File: src/rtl/core/mecanum_wheel_mixer_macros.svh
// ----------------------------------------------------------------------------
// mecanum wheel mixer assertion macros
// same-cycle and next-cycle implication checks, reset gated
// ----------------------------------------------------------------------------
`ifndef MECANUM_WHEEL_MIXER_MACROS_SVH
`define MECANUM_WHEEL_MIXER_MACROS_SVH

// consequent must hold in the same cycle as the antecedent
`define MWM_ASSERT_NOW(name, clk, rst_n, ante, cons, msg) \
  name: assert property (@(posedge clk) disable iff (!rst_n) (ante) |-> (cons)) \
    else $error(msg);

// consequent must hold in the cycle after the antecedent
`define MWM_ASSERT_NEXT(name, clk, rst_n, ante, cons, msg) \
  name: assert property (@(posedge clk) disable iff (!rst_n) (ante) |=> (cons)) \
    else $error(msg);

`endif

File: src/rtl/core/mwm_pkg.sv
// ----------------------------------------------------------------------------
// mwm_pkg
// shared widths, register codes and word types of the mecanum wheel mixer
// ----------------------------------------------------------------------------
package mwm_pkg;

  // field widths
  localparam int unsigned SPEED_W    = 16;
  localparam int unsigned LIMIT_W    = 15;
  localparam int unsigned COEF_W     = 16;
  localparam int unsigned NUM_WHEELS = 4;

  // mixing datapath widths
  localparam int unsigned FACTOR_W   = 18;
  localparam int unsigned LIN_W      = SPEED_W + 1;
  localparam int unsigned PROD_W     = SPEED_W + FACTOR_W;
  localparam int unsigned Q8_W       = PROD_W + 1;
  localparam int unsigned Q8_LO_W    = 18;
  localparam int unsigned Q8_HI_W    = Q8_W - Q8_LO_W;
  localparam int unsigned PP_LO_W    = Q8_LO_W + COEF_W;
  localparam int unsigned PP_HI_W    = Q8_HI_W + COEF_W;
  localparam int unsigned Q20_W      = Q8_W + COEF_W;
  localparam int unsigned FRAC_SHIFT = 20;
  localparam int unsigned TRUNC_W    = Q20_W - FRAC_SHIFT;
  localparam int unsigned LIN_SHIFT  = 8;

  // scaling divider widths
  localparam int unsigned MAG_W      = SPEED_W;
  localparam int unsigned NUM_W      = MAG_W + LIMIT_W;
  localparam int unsigned QUOT_W     = LIMIT_W;
  localparam int unsigned DIV_STEPS  = 3;
  localparam int unsigned DIV_STAGES = QUOT_W / DIV_STEPS;

  // pipeline and queue sizes
  localparam int unsigned FRONT_STAGES = 7;
  localparam int unsigned BACK_STAGES  = DIV_STAGES + 2;
  localparam int unsigned QUEUE_DEPTH  = 4;
  localparam int unsigned QUEUE_PTR_W  = $clog2(QUEUE_DEPTH);
  localparam int unsigned QUEUE_CNT_W  = QUEUE_PTR_W + 1;

  // configuration port
  localparam int unsigned REG_IDX_W  = 3;
  localparam int unsigned CFG_DATA_W = 16;

  // wheel saturation bounds
  localparam logic signed [SPEED_W-1:0] WHEEL_MAX = 16'sh7fff;
  localparam logic signed [SPEED_W-1:0] WHEEL_MIN = 16'sh8000;

  // register reset values
  localparam logic [COEF_W-1:0]  ROTATE_BASE_RST = 16'd1792;
  localparam logic [COEF_W-1:0]  RPM_RATIO_RST   = 16'd4096;
  localparam logic [LIMIT_W-1:0] MAX_X_RST       = 15'd3500;
  localparam logic [LIMIT_W-1:0] MAX_Y_RST       = 15'd3500;
  localparam logic [LIMIT_W-1:0] MAX_W_RST       = 15'd600;
  localparam logic [LIMIT_W-1:0] MAX_WHEEL_RST   = 15'd8500;

  // register indexes
  typedef enum logic [REG_IDX_W-1:0] {
    REG_ROTATE_BASE,
    REG_GIMBAL_X,
    REG_GIMBAL_Y,
    REG_RPM_RATIO,
    REG_MAX_SPEED_X,
    REG_MAX_SPEED_Y,
    REG_MAX_SPEED_W,
    REG_MAX_WHEEL
  } mwm_reg_e;

  // configuration register set
  typedef struct packed {
    logic        [COEF_W-1:0]  rotate_base;
    logic signed [COEF_W-1:0]  gimbal_x_term;
    logic signed [COEF_W-1:0]  gimbal_y_term;
    logic        [COEF_W-1:0]  rpm_ratio;
    logic        [LIMIT_W-1:0] max_speed_x;
    logic        [LIMIT_W-1:0] max_speed_y;
    logic        [LIMIT_W-1:0] max_speed_w;
    logic        [LIMIT_W-1:0] max_wheel_speed;
  } mwm_cfg_t;

  // classified word passed from the front to the back
  typedef struct packed {
    logic [NUM_WHEELS-1:0][SPEED_W-1:0] wheel;
    logic [MAG_W-1:0]                   largest;
    logic [LIMIT_W-1:0]                 limit;
    logic                               scaled;
  } mwm_item_t;

endpackage

File: src/rtl/core/mwm_queue.sv
// ----------------------------------------------------------------------------
// mwm_queue
// short first-in first-out buffer between the front and the back
// ----------------------------------------------------------------------------
module mwm_queue (
  input  logic               clk_i,
  input  logic               rst_ni,
  input  logic               in_valid_i,
  output logic               in_ready_o,
  input  mwm_pkg::mwm_item_t in_item_i,
  output logic               out_valid_o,
  input  logic               out_ready_i,
  output mwm_pkg::mwm_item_t out_item_o
);

  mwm_pkg::mwm_item_t                 mem_q [mwm_pkg::QUEUE_DEPTH];
  logic [mwm_pkg::QUEUE_PTR_W-1:0]    wr_ptr_q;
  logic [mwm_pkg::QUEUE_PTR_W-1:0]    rd_ptr_q;
  logic [mwm_pkg::QUEUE_CNT_W-1:0]    cnt_q;
  logic [mwm_pkg::QUEUE_CNT_W-1:0]    cnt_d;
  logic                               push;
  logic                               pop;

  // fill status
  assign in_ready_o  = cnt_q != mwm_pkg::QUEUE_CNT_W'(mwm_pkg::QUEUE_DEPTH);
  assign out_valid_o = cnt_q != '0;
  assign out_item_o  = mem_q[rd_ptr_q];
  assign push        = in_valid_i && in_ready_o;
  assign pop         = out_valid_o && out_ready_i;

  // occupancy
  always_comb begin
    cnt_d = cnt_q;
    if (push && !pop) begin
      cnt_d = cnt_q + 1'b1;
    end else if (pop && !push) begin
      cnt_d = cnt_q - 1'b1;
    end
  end

  // pointers
  always_ff @(posedge clk_i or negedge rst_ni) begin
    if (!rst_ni) begin
      wr_ptr_q <= '0;
      rd_ptr_q <= '0;
      cnt_q    <= '0;
    end else begin
      cnt_q <= cnt_d;
      if (push) begin
        wr_ptr_q <= wr_ptr_q + 1'b1;
      end
      if (pop) begin
        rd_ptr_q <= rd_ptr_q + 1'b1;
      end
    end
  end

  // storage
  always_ff @(posedge clk_i) begin
    if (push) begin
      mem_q[wr_ptr_q] <= in_item_i;
    end
  end

endmodule

File: config.mk
export PLATFORM = sky130hd
export DESIGN_NAME = mwm_queue
export DESIGN_NICKNAME = d
export VERILOG_FILES = /design/src/rtl/core/mecanum_wheel_mixer_macros.svh /design/src/rtl/core/mwm_pkg.sv /design/src/rtl/core/mwm_queue.sv
export SDC_FILE = /design/constraint.sdc
export NUM_CORES = 1
export LEC_CHECK = 0
export BUFFER_PORTS_ARGS = -buffer_cell sky130_fd_sc_hd__buf_2
export CORE_ASPECT_RATIO = 1.5
export CORE_MARGIN = 5
export CORE_UTILIZATION = 50
export DETAILED_ROUTE_END_ITERATION = 8
export MAX_ROUTING_LAYER = met4
export PLACE_DENSITY_LB_ADDON = 0.3
export SKIP_CTS_REPAIR_TIMING = 1
export SYNTH_ARGS = -nofsm -noshare
export SYNTH_HDL_FRONTEND = slang
export SYNTH_SLANG_ARGS = --single-unit
File: constraint.sdc
create_clock -name clk_i -period 7.05 [get_ports clk_i]
set_input_delay 2.115 -clock clk_i [delete_from_list [all_inputs] [get_ports clk_i]]
set_output_delay 2.115 -clock clk_i [all_outputs]
set_load 0.1 [all_outputs]
Word level (Yosys, flattened, before mapping)

Memory sizes are Yosys's and may differ from the RTL's.
Index checks and enable logic that the tools add are counted.

Bits in registers: 7
RAM bits: 384
Output and inout port bits: 98
Word-level logic and storage cells: 21
Memories: 1

Memories:

| name  | depth | bits a word | read ports | clocked after memory_dff | write ports | RTL line        | RTL |
|---|---|---|---|---|---|---|---|
| mem_q | 4     | 96          | 1          | 0                        | 1           | mwm_queue.sv:16 | `mwm_pkg::mwm_item_t mem_q [mwm_pkg::QUEUE_DEPTH];` |

Add/sub/neg operators: 4
Equality and inequality tests: 1
Muxes and demuxes: 4
Reductions and logical operators: 8

Operator list:

| kind                                             | number |
|---|---|
| two-way mux 3 bit                                | 2 |
| adder 2 x 1 -> 2 bit, second input constant      | 2 |
| logical AND 1 bit                                | 4 |
| adder 3 x 1 -> 3 bit, second input constant      | 1 |
| != test 3 bit, second input constant             | 1 |
| nonzero test 3 bit                               | 1 |
| subtractor 3 x 1 -> 3 bit, second input constant | 1 |
| logical NOT 1 bit                                | 2 |
| two-way mux 1 bit                                | 2 |
| nonzero test 2 bit                               | 1 |

Longest topological paths before layout

Gate-level depths: netlist of run 1.

Depth in word-level cells: 6
Mapped depth: 8
Depth with buffers taken out: 8

Worst setup path after synthesis of run 1

Ideal clock, no wire load.

Kind: input-to-reg
Start: input in_valid_i
End: memory mem_q[0][0] in the netlist's numbering (enable)
Library setup time: 0.466 ns
Arrival time: 4.644 ns
Path slack: 1.940 ns
Cell stages on the path: 2
Buffers on the path: 0
Cell sequence: a21boi_2 > and2_1

Longest elaborated chain between the ends: 3

Ends and longest elaborated chain:

| element                                 | RTL line        | RTL |
|---|---|---|
| from (decl)                             | mwm_queue.sv:8  | `input logic in_valid_i,` |
| logical AND 1 bit                       | mwm_queue.sv:28 | `assign push = in_valid_i && in_ready_o;` |
| two-way mux 1 bit                       | mwm_queue.sv:60 | `if (push) begin` |
| two-way mux 1 bit (not written as such) | mwm_queue.sv:61 | `mem_q[wr_ptr_q] <= in_item_i;` |
| to (decl)                               | mwm_queue.sv:16 |  |

Every way passes these cells.

==> results_dict.tcl, run 1 <==
set metrics [dict create \
    ant_nets 0 \
    grt_overflow 0 \
    ios 198 \
    ys_warn_count 0 \
    critical_path_class "reg -> out" \
    post-route-period-util_pct 72.0 \
    vias 6265 \
    multi_input_area_um2 2390 \
    max_freq_mhz 197 \
    grt_pass1_wl_mm 40.3 \
    dieArea_um2 32000 \
    syn_nets 643 \
    synth.avg_cell_area_um2 26.5 \
    regToRegSetupSlack_ns 4.34 \
    cts_tree "yes" \
    worstSetupEndpointType "output port" \
    crit_fanout 61 \
    gp_congestion 0.711 \
    io_buffers 197 \
    hold_viol 0 \
    syn_to_final_growth_pct 17.3 \
    synthDistinctLibCells 20 \
    clkLatencyLatePin_ns 0.51 \
    fp.dieW_um 148 \
    cts_sinks 391 \
    fin_util_pct 59.5 \
    grt_max_degree 62 \
    tightest_slew_ns 1.03 \
    initial_core_util_pct 50.8 \
    holdCritPathClass "reg -> reg" \
    fin_area_um2 16700 \
    crit_arrival_ns 2.96 \
    clockBufferDepth 3 \
    wire_per_inst_um 23.2 \
    antenna_found_initial 2 \
    placed_cell_area_um2 15600 \
    setup_viol 0 \
    syn-cell-area_um2 14200 \
    status "complete, no violations" \
    path_clk_slew_ns 0.06 \
    drt_iter0_markers 370 \
    fill_cells 1971 \
    core-area_um2 28100 \
    yosysSeqAreaShare_pct 82.2 \
    cts-htree-levels 2 \
    worst_clock_skew_ns 0.0104 \
    die_h_um 217 \
    final.setup.tns_ns 0 \
    grt_pass1_vias 6933 \
    dpl.hpwl_mm 16.0 \
    syn-instance-count 537 \
    fin_crit_ns 5.08 \
    seq_area_um2 11700 \
    most-common-layout-cells "edfxtp_1 (384), buf_2 (197), mux4_2 (96)" \
    rsz0062_at_grt "no" \
    cap_violations 0 \
    drc 0 \
    drt_pre_antenna_iters 4 \
    mostFrequentLayoutCell "edfxtp_1" \
    numCtsBuffers 36 \
    post_drt_via_cell_ratio 5.54 \
    wl_mm 26.2 \
    cp-start-kind "flip-flop" \
    root_buffer "clkbuf_16" \
    rows 75 \
    nNetsFinal 863 \
    synth_seq_cells 391 \
    cp.required_ns 4.93 \
    slew_headroom_pct 31.1 \
    track_usage_pct 17.1 \
    maxSlewViolCount 0 \
    drive_gt1_share_pct 46.0 \
]
-- cell type report --
type,instances,share of cell area (%)
inverter,3,0.0674
clock buffer,41,5.63
multi-input combinational,121,14.3
clock inverter,23,0.982
tap,346,2.59
sequential,391,70.1
antenna,2,0.0300
timing repair buffer,204,6.22
-- stage by stage --
| step | setup slack (ns) | hold slack (ns) | cells |
|---|---|---|---|
| after floorplan | 1.94 | 0.493 | 537 |
| after global placement | 2.51 | 0.510 | 1065 |
| after detailed placement | 2.44 | 0.547 | 1065 |
| after CTS | 1.89 | 0.557 | 1129 |
| after global routing | 1.83 | 0.590 | 1131 |
| final | 1.97 | 0.552 | 1131 |
-- flip-flops by register name (all words and copies together) (netlist names) --
name / count
cnt_q: 3
wr_ptr_q: 2
rd_ptr_q: 2
mem_q: 384
-- synth_stat cells --
library cell,n,area (um^2)
nand2_1,2,7.51
xnor2_1,4,35.0
buf_2,12,60.1
nor2_1,2,7.51
a21boi_2,1,11.3
mux4_2,96,2160
inv_1,3,11.3
ha_1,5,62.6
and2_1,4,25.0
fa_1,1,20.0
buf_12,1,20.0
clkbuf_1,5,18.8
buf_4,1,7.51
buf_6,3,33.8
or3_1,1,6.26
nand3_1,1,5.00
dfrtp_1,7,175
edfxtp_1,384,11500
xor2_1,2,17.5
mux2_2,2,22.5
-- logic make-up (layout without fill, tap and decap cells) --
kind of cell / count (synthesis) / count (layout) / share of synthesized area, %
DFF: 391 / 391 / 82.2
muxes: 98 / 98 / 15.3
buffers and inverters: 25 / 271 / 1.06
and+or+nand+nor: 10 / 10 / 0.360
adders and majority gates: 6 / 6 / 0.580
xor gates and xnor gates: 6 / 6 / 0.369
AOI/OAI and AO/OA: 1 / 1 / 0.0791
other: 0 / 2 / 0
-- path summary, 6_finish.rpt --
check	from	endpoint	cells after the start
worst max-delay path	rd_ptr_q[1]	out_item_o[41]	3
min in group asynchronous	rst_ni	cnt_q[2]	1
worst min-delay path	cnt_q[2]	cnt_q[2]	1
worst min register to register	cnt_q[2]	cnt_q[2]	1
max in group asynchronous	rst_ni	rd_ptr_q[0]	1
worst max register to register	cnt_q[0]	mem_q[0][56]	4
-- routing by layer --
| layer | global-route usage, % | vias to the layer above | wire length (um) |
|---|---|---|---|
| met5 | - | - | 0 |
| met4 | 6.03 | 0 | 673 |
| met3 | 3.43 | 40 | 1350 |
| met2 | 30.6 | 175 | 14600 |
| met1 | 19.1 | 3288 | 9590 |
| li1 | - | 2762 | - |
-- critical path: stages, from the launching register on --
cell     delay (ns)
dfrtp_4        1.02
buf_4          0.62
mux4_2         0.35
buf_2          0.44
Power of run 1 is left out: the tool's default activity adds up to more than one toggle a clock period on the data nets, which glitch-free logic cannot reach.
==> run 2: changes to the inputs <==
--- a/config.mk
+++ b/config.mk
@@ -5,6 +5,7 @@
 export SDC_FILE = /design/constraint.sdc
 export NUM_CORES = 1
 export LEC_CHECK = 0
+export ABC_AREA = 1
 export BUFFER_PORTS_ARGS = -buffer_cell sky130_fd_sc_hd__buf_2
 export CORE_ASPECT_RATIO = 1.5
 export CORE_MARGIN = 5
==> constraint.sdc (replaced) <==
create_clock -name clk_i -period 4.8 [get_ports clk_i]
set_input_delay 1.44 -clock clk_i [delete_from_list [all_inputs] [get_ports clk_i]]
set_output_delay 1.44 -clock clk_i [all_outputs]
set_load 0.1 [all_outputs]
==> run 2 against run 1 <==
Effect of this change:
- die area rose by 8.8%
- flip-flop and latch count unchanged
- count of clock-buffer cells in the layout rose by 5
- register-to-register slack got worse by 1.9 ns
- design area is 8.8% higher
- core utilization shrank 0.76 points
- non-clock buffer count up 12
==> results_dict.tcl, run 2 <==
set metrics [dict create \
    wl_mm 30.4 \
    dieArea_um2 34800 \
    max_freq_mhz 244 \
    worst_clock_skew_ns 0.0109 \
    holdCritPathClass "reg -> reg" \
    vias 9145 \
    slew_headroom_pct 38.1 \
    status "complete, no violations" \
    path_clk_slew_ns 0.06 \
    r2r_start "cnt_q[0]" \
    critPathBufInv 3 \
    fill_cells 2418 \
    drc 0 \
    post_drt_via_cell_ratio 5.06 \
    wire_per_inst_um 16.8 \
    crit_arrival_ns 2.65 \
    tightest_slew_ns 0.928 \
    cp.required_ns 3.36 \
    syn_to_final_growth_pct 16.8 \
    core-area_um2 30900 \
    largest_reg_flops 384 \
    regToRegSetupSlack_ns 2.47 \
    die_h_um 226 \
    root_buffer "clkbuf_16" \
    mostFrequentLayoutCell "edfxtp_1" \
    drt_iter0_markers 500 \
    fin_util_pct 58.7 \
    fp.dieW_um 154 \
    numCtsBuffers 37 \
    ant_nets 0 \
    crit_fanout 136 \
    postSynth.asyncResetShare_pct 1.79 \
    synth.most_common_cell "edfxtp_1" \
    fin_crit_ns 4.09 \
    clkLatencyLatePin_ns 0.52 \
    grt_pass1_vias 9030 \
    r2r_end "mem_q[0][65]" \
    setup_viol 0 \
    synth_seq_cells 391 \
    hold_viol 0 \
    synth.avg_cell_area_um2 13.2 \
    crit_end "out_item_o[3]" \
    placed_cell_area_um2 17000 \
    rows 79 \
    ys.flop_type "edfxtp_1" \
    most-common-layout-cells "edfxtp_1 (384), nand2_1 (306), inv_1 (205)" \
    grt_pass1_wl_mm 47.2 \
    syn_nets 1285 \
    cp_slowest_cell "inv_8" \
    cts_sinks 391 \
    netlist.area_leader.share_pct 74.1 \
    syn-cell-area_um2 15600 \
    cp.depth 5 \
    ys_warn_count 0 \
    antenna_found_initial 8 \
    cts_tree "yes" \
    reg_top3 "mem_q: 384 flops, cnt_q: 3 flops" \
    cap_violations 0 \
    synth_top_area_cell "edfxtp_1" \
    ys_top_cells_by_area "edfxtp_1 (74%), o211ai_1 (9.3%), nand2_1 (7.4%)" \
    cp-start-kind "flip-flop" \
    clockBufferDepth 3 \
    worstSetupEndpointType "output port" \
    synthDistinctLibCells 18 \
    io_buffers 197 \
    nNetsFinal 1477 \
    ios 198 \
    maxSlewViolCount 0 \
    top_register "mem_q" \
    fin_area_um2 18200 \
    critical_path.top_delay_family "buffers and inverters" \
    critical_path_class "reg -> out" \
    rsz0062_at_grt "no" \
    gp_congestion 0.750 \
    initial_core_util_pct 50.3 \
    grt_max_degree 137 \
    drt_pre_antenna_iters 5 \
    r2r_cells 5 \
    track_usage_pct 17.8 \
    critPathMaxStageDelay_ns 0.48 \
    cts-htree-levels 2 \
    startpoint "rd_ptr_q[0]" \
    worstPathCellList "inv_8, buf_12, o211ai_1, nand2_1, buf_2" \
    drive_gt1_share_pct 19.6 \
    synth_edf_count 384 \
    yosysSeqAreaShare_pct 75.2 \
    post-route-period-util_pct 85.2 \
    synthTopCellsByCount "edfxtp_1 (384), nand2_1 (306), inv_1 (205)" \
    grt_overflow 0 \
    dpl.hpwl_mm 17.6 \
    syn-instance-count 1179 \
]
==> run 2: logic make-up after synthesis <==
family / share of synthesized area (%)
flops: 75.2
simple gates: 7.74
buf+inv: 7.19
compound gates: 9.29
fa+ha+maj: 0.530
xor+xnor: 0.0563
==> run 2: worst min path at each step <==
stage | depth (start not counted) | end | slack, ns | startpoint
2_1_floorplan | 2 | cnt_q[2] | 0.46 | cnt_q[2]
3_3_place_gp | 2 | cnt_q[2] | 0.48 | cnt_q[2]
3_5_place_dp | 2 | cnt_q[2] | 0.49 | cnt_q[2]
4_1_cts | 2 | cnt_q[2] | 0.51 | cnt_q[2]
5_1_grt | 2 | cnt_q[2] | 0.54 | cnt_q[2]
6_report | 2 | cnt_q[2] | 0.51 | cnt_q[2]
==> run 2: metal layers <==
layer	track usage, %	routed length, um
met1	20.9	12300
met2	30.2	15600
met3	4.01	1680
met4	6.16	691
met5	-	0
==> run 2: worst reg2reg max path: stages (launching register included) <==
cell,delay (ns)
dfrtp_1,0.42
inv_1,0.08
nand3_1,0.16
nand2_1,0.31
nor2_4,0.67
buf_12,0.35
==> run 2: stage by stage <==
step | instances | setup TNS [ns] | hold slack [ns] | worst slack (ns)
floorplan | 1179 | -543.99 | 0.463 | -1.42
finish | 1809 | 0 | 0.507 | 0.709
global placement | 1737 | 0 | 0.479 | 1.31
global route | 1808 | 0 | 0.540 | 0.494
detailed placement | 1737 | 0 | 0.490 | 1.27
CTS | 1800 | 0 | 0.505 | 0.690
==> run 2: area by class of cell <==
cell class	count	area (um^2)	share of cell area, %
clock buffers	46	1000	5.51
flip-flops and latches	391	11700	64.4
repair buffers	216	1240	6.83
inverters	207	786	4.32
diodes	9	22.5	0.124
multi-input cells	518	2770	15.3
well taps	405	507	2.79
clock inverters	17	135	0.743
Power of run 2 is left out for the same reason.
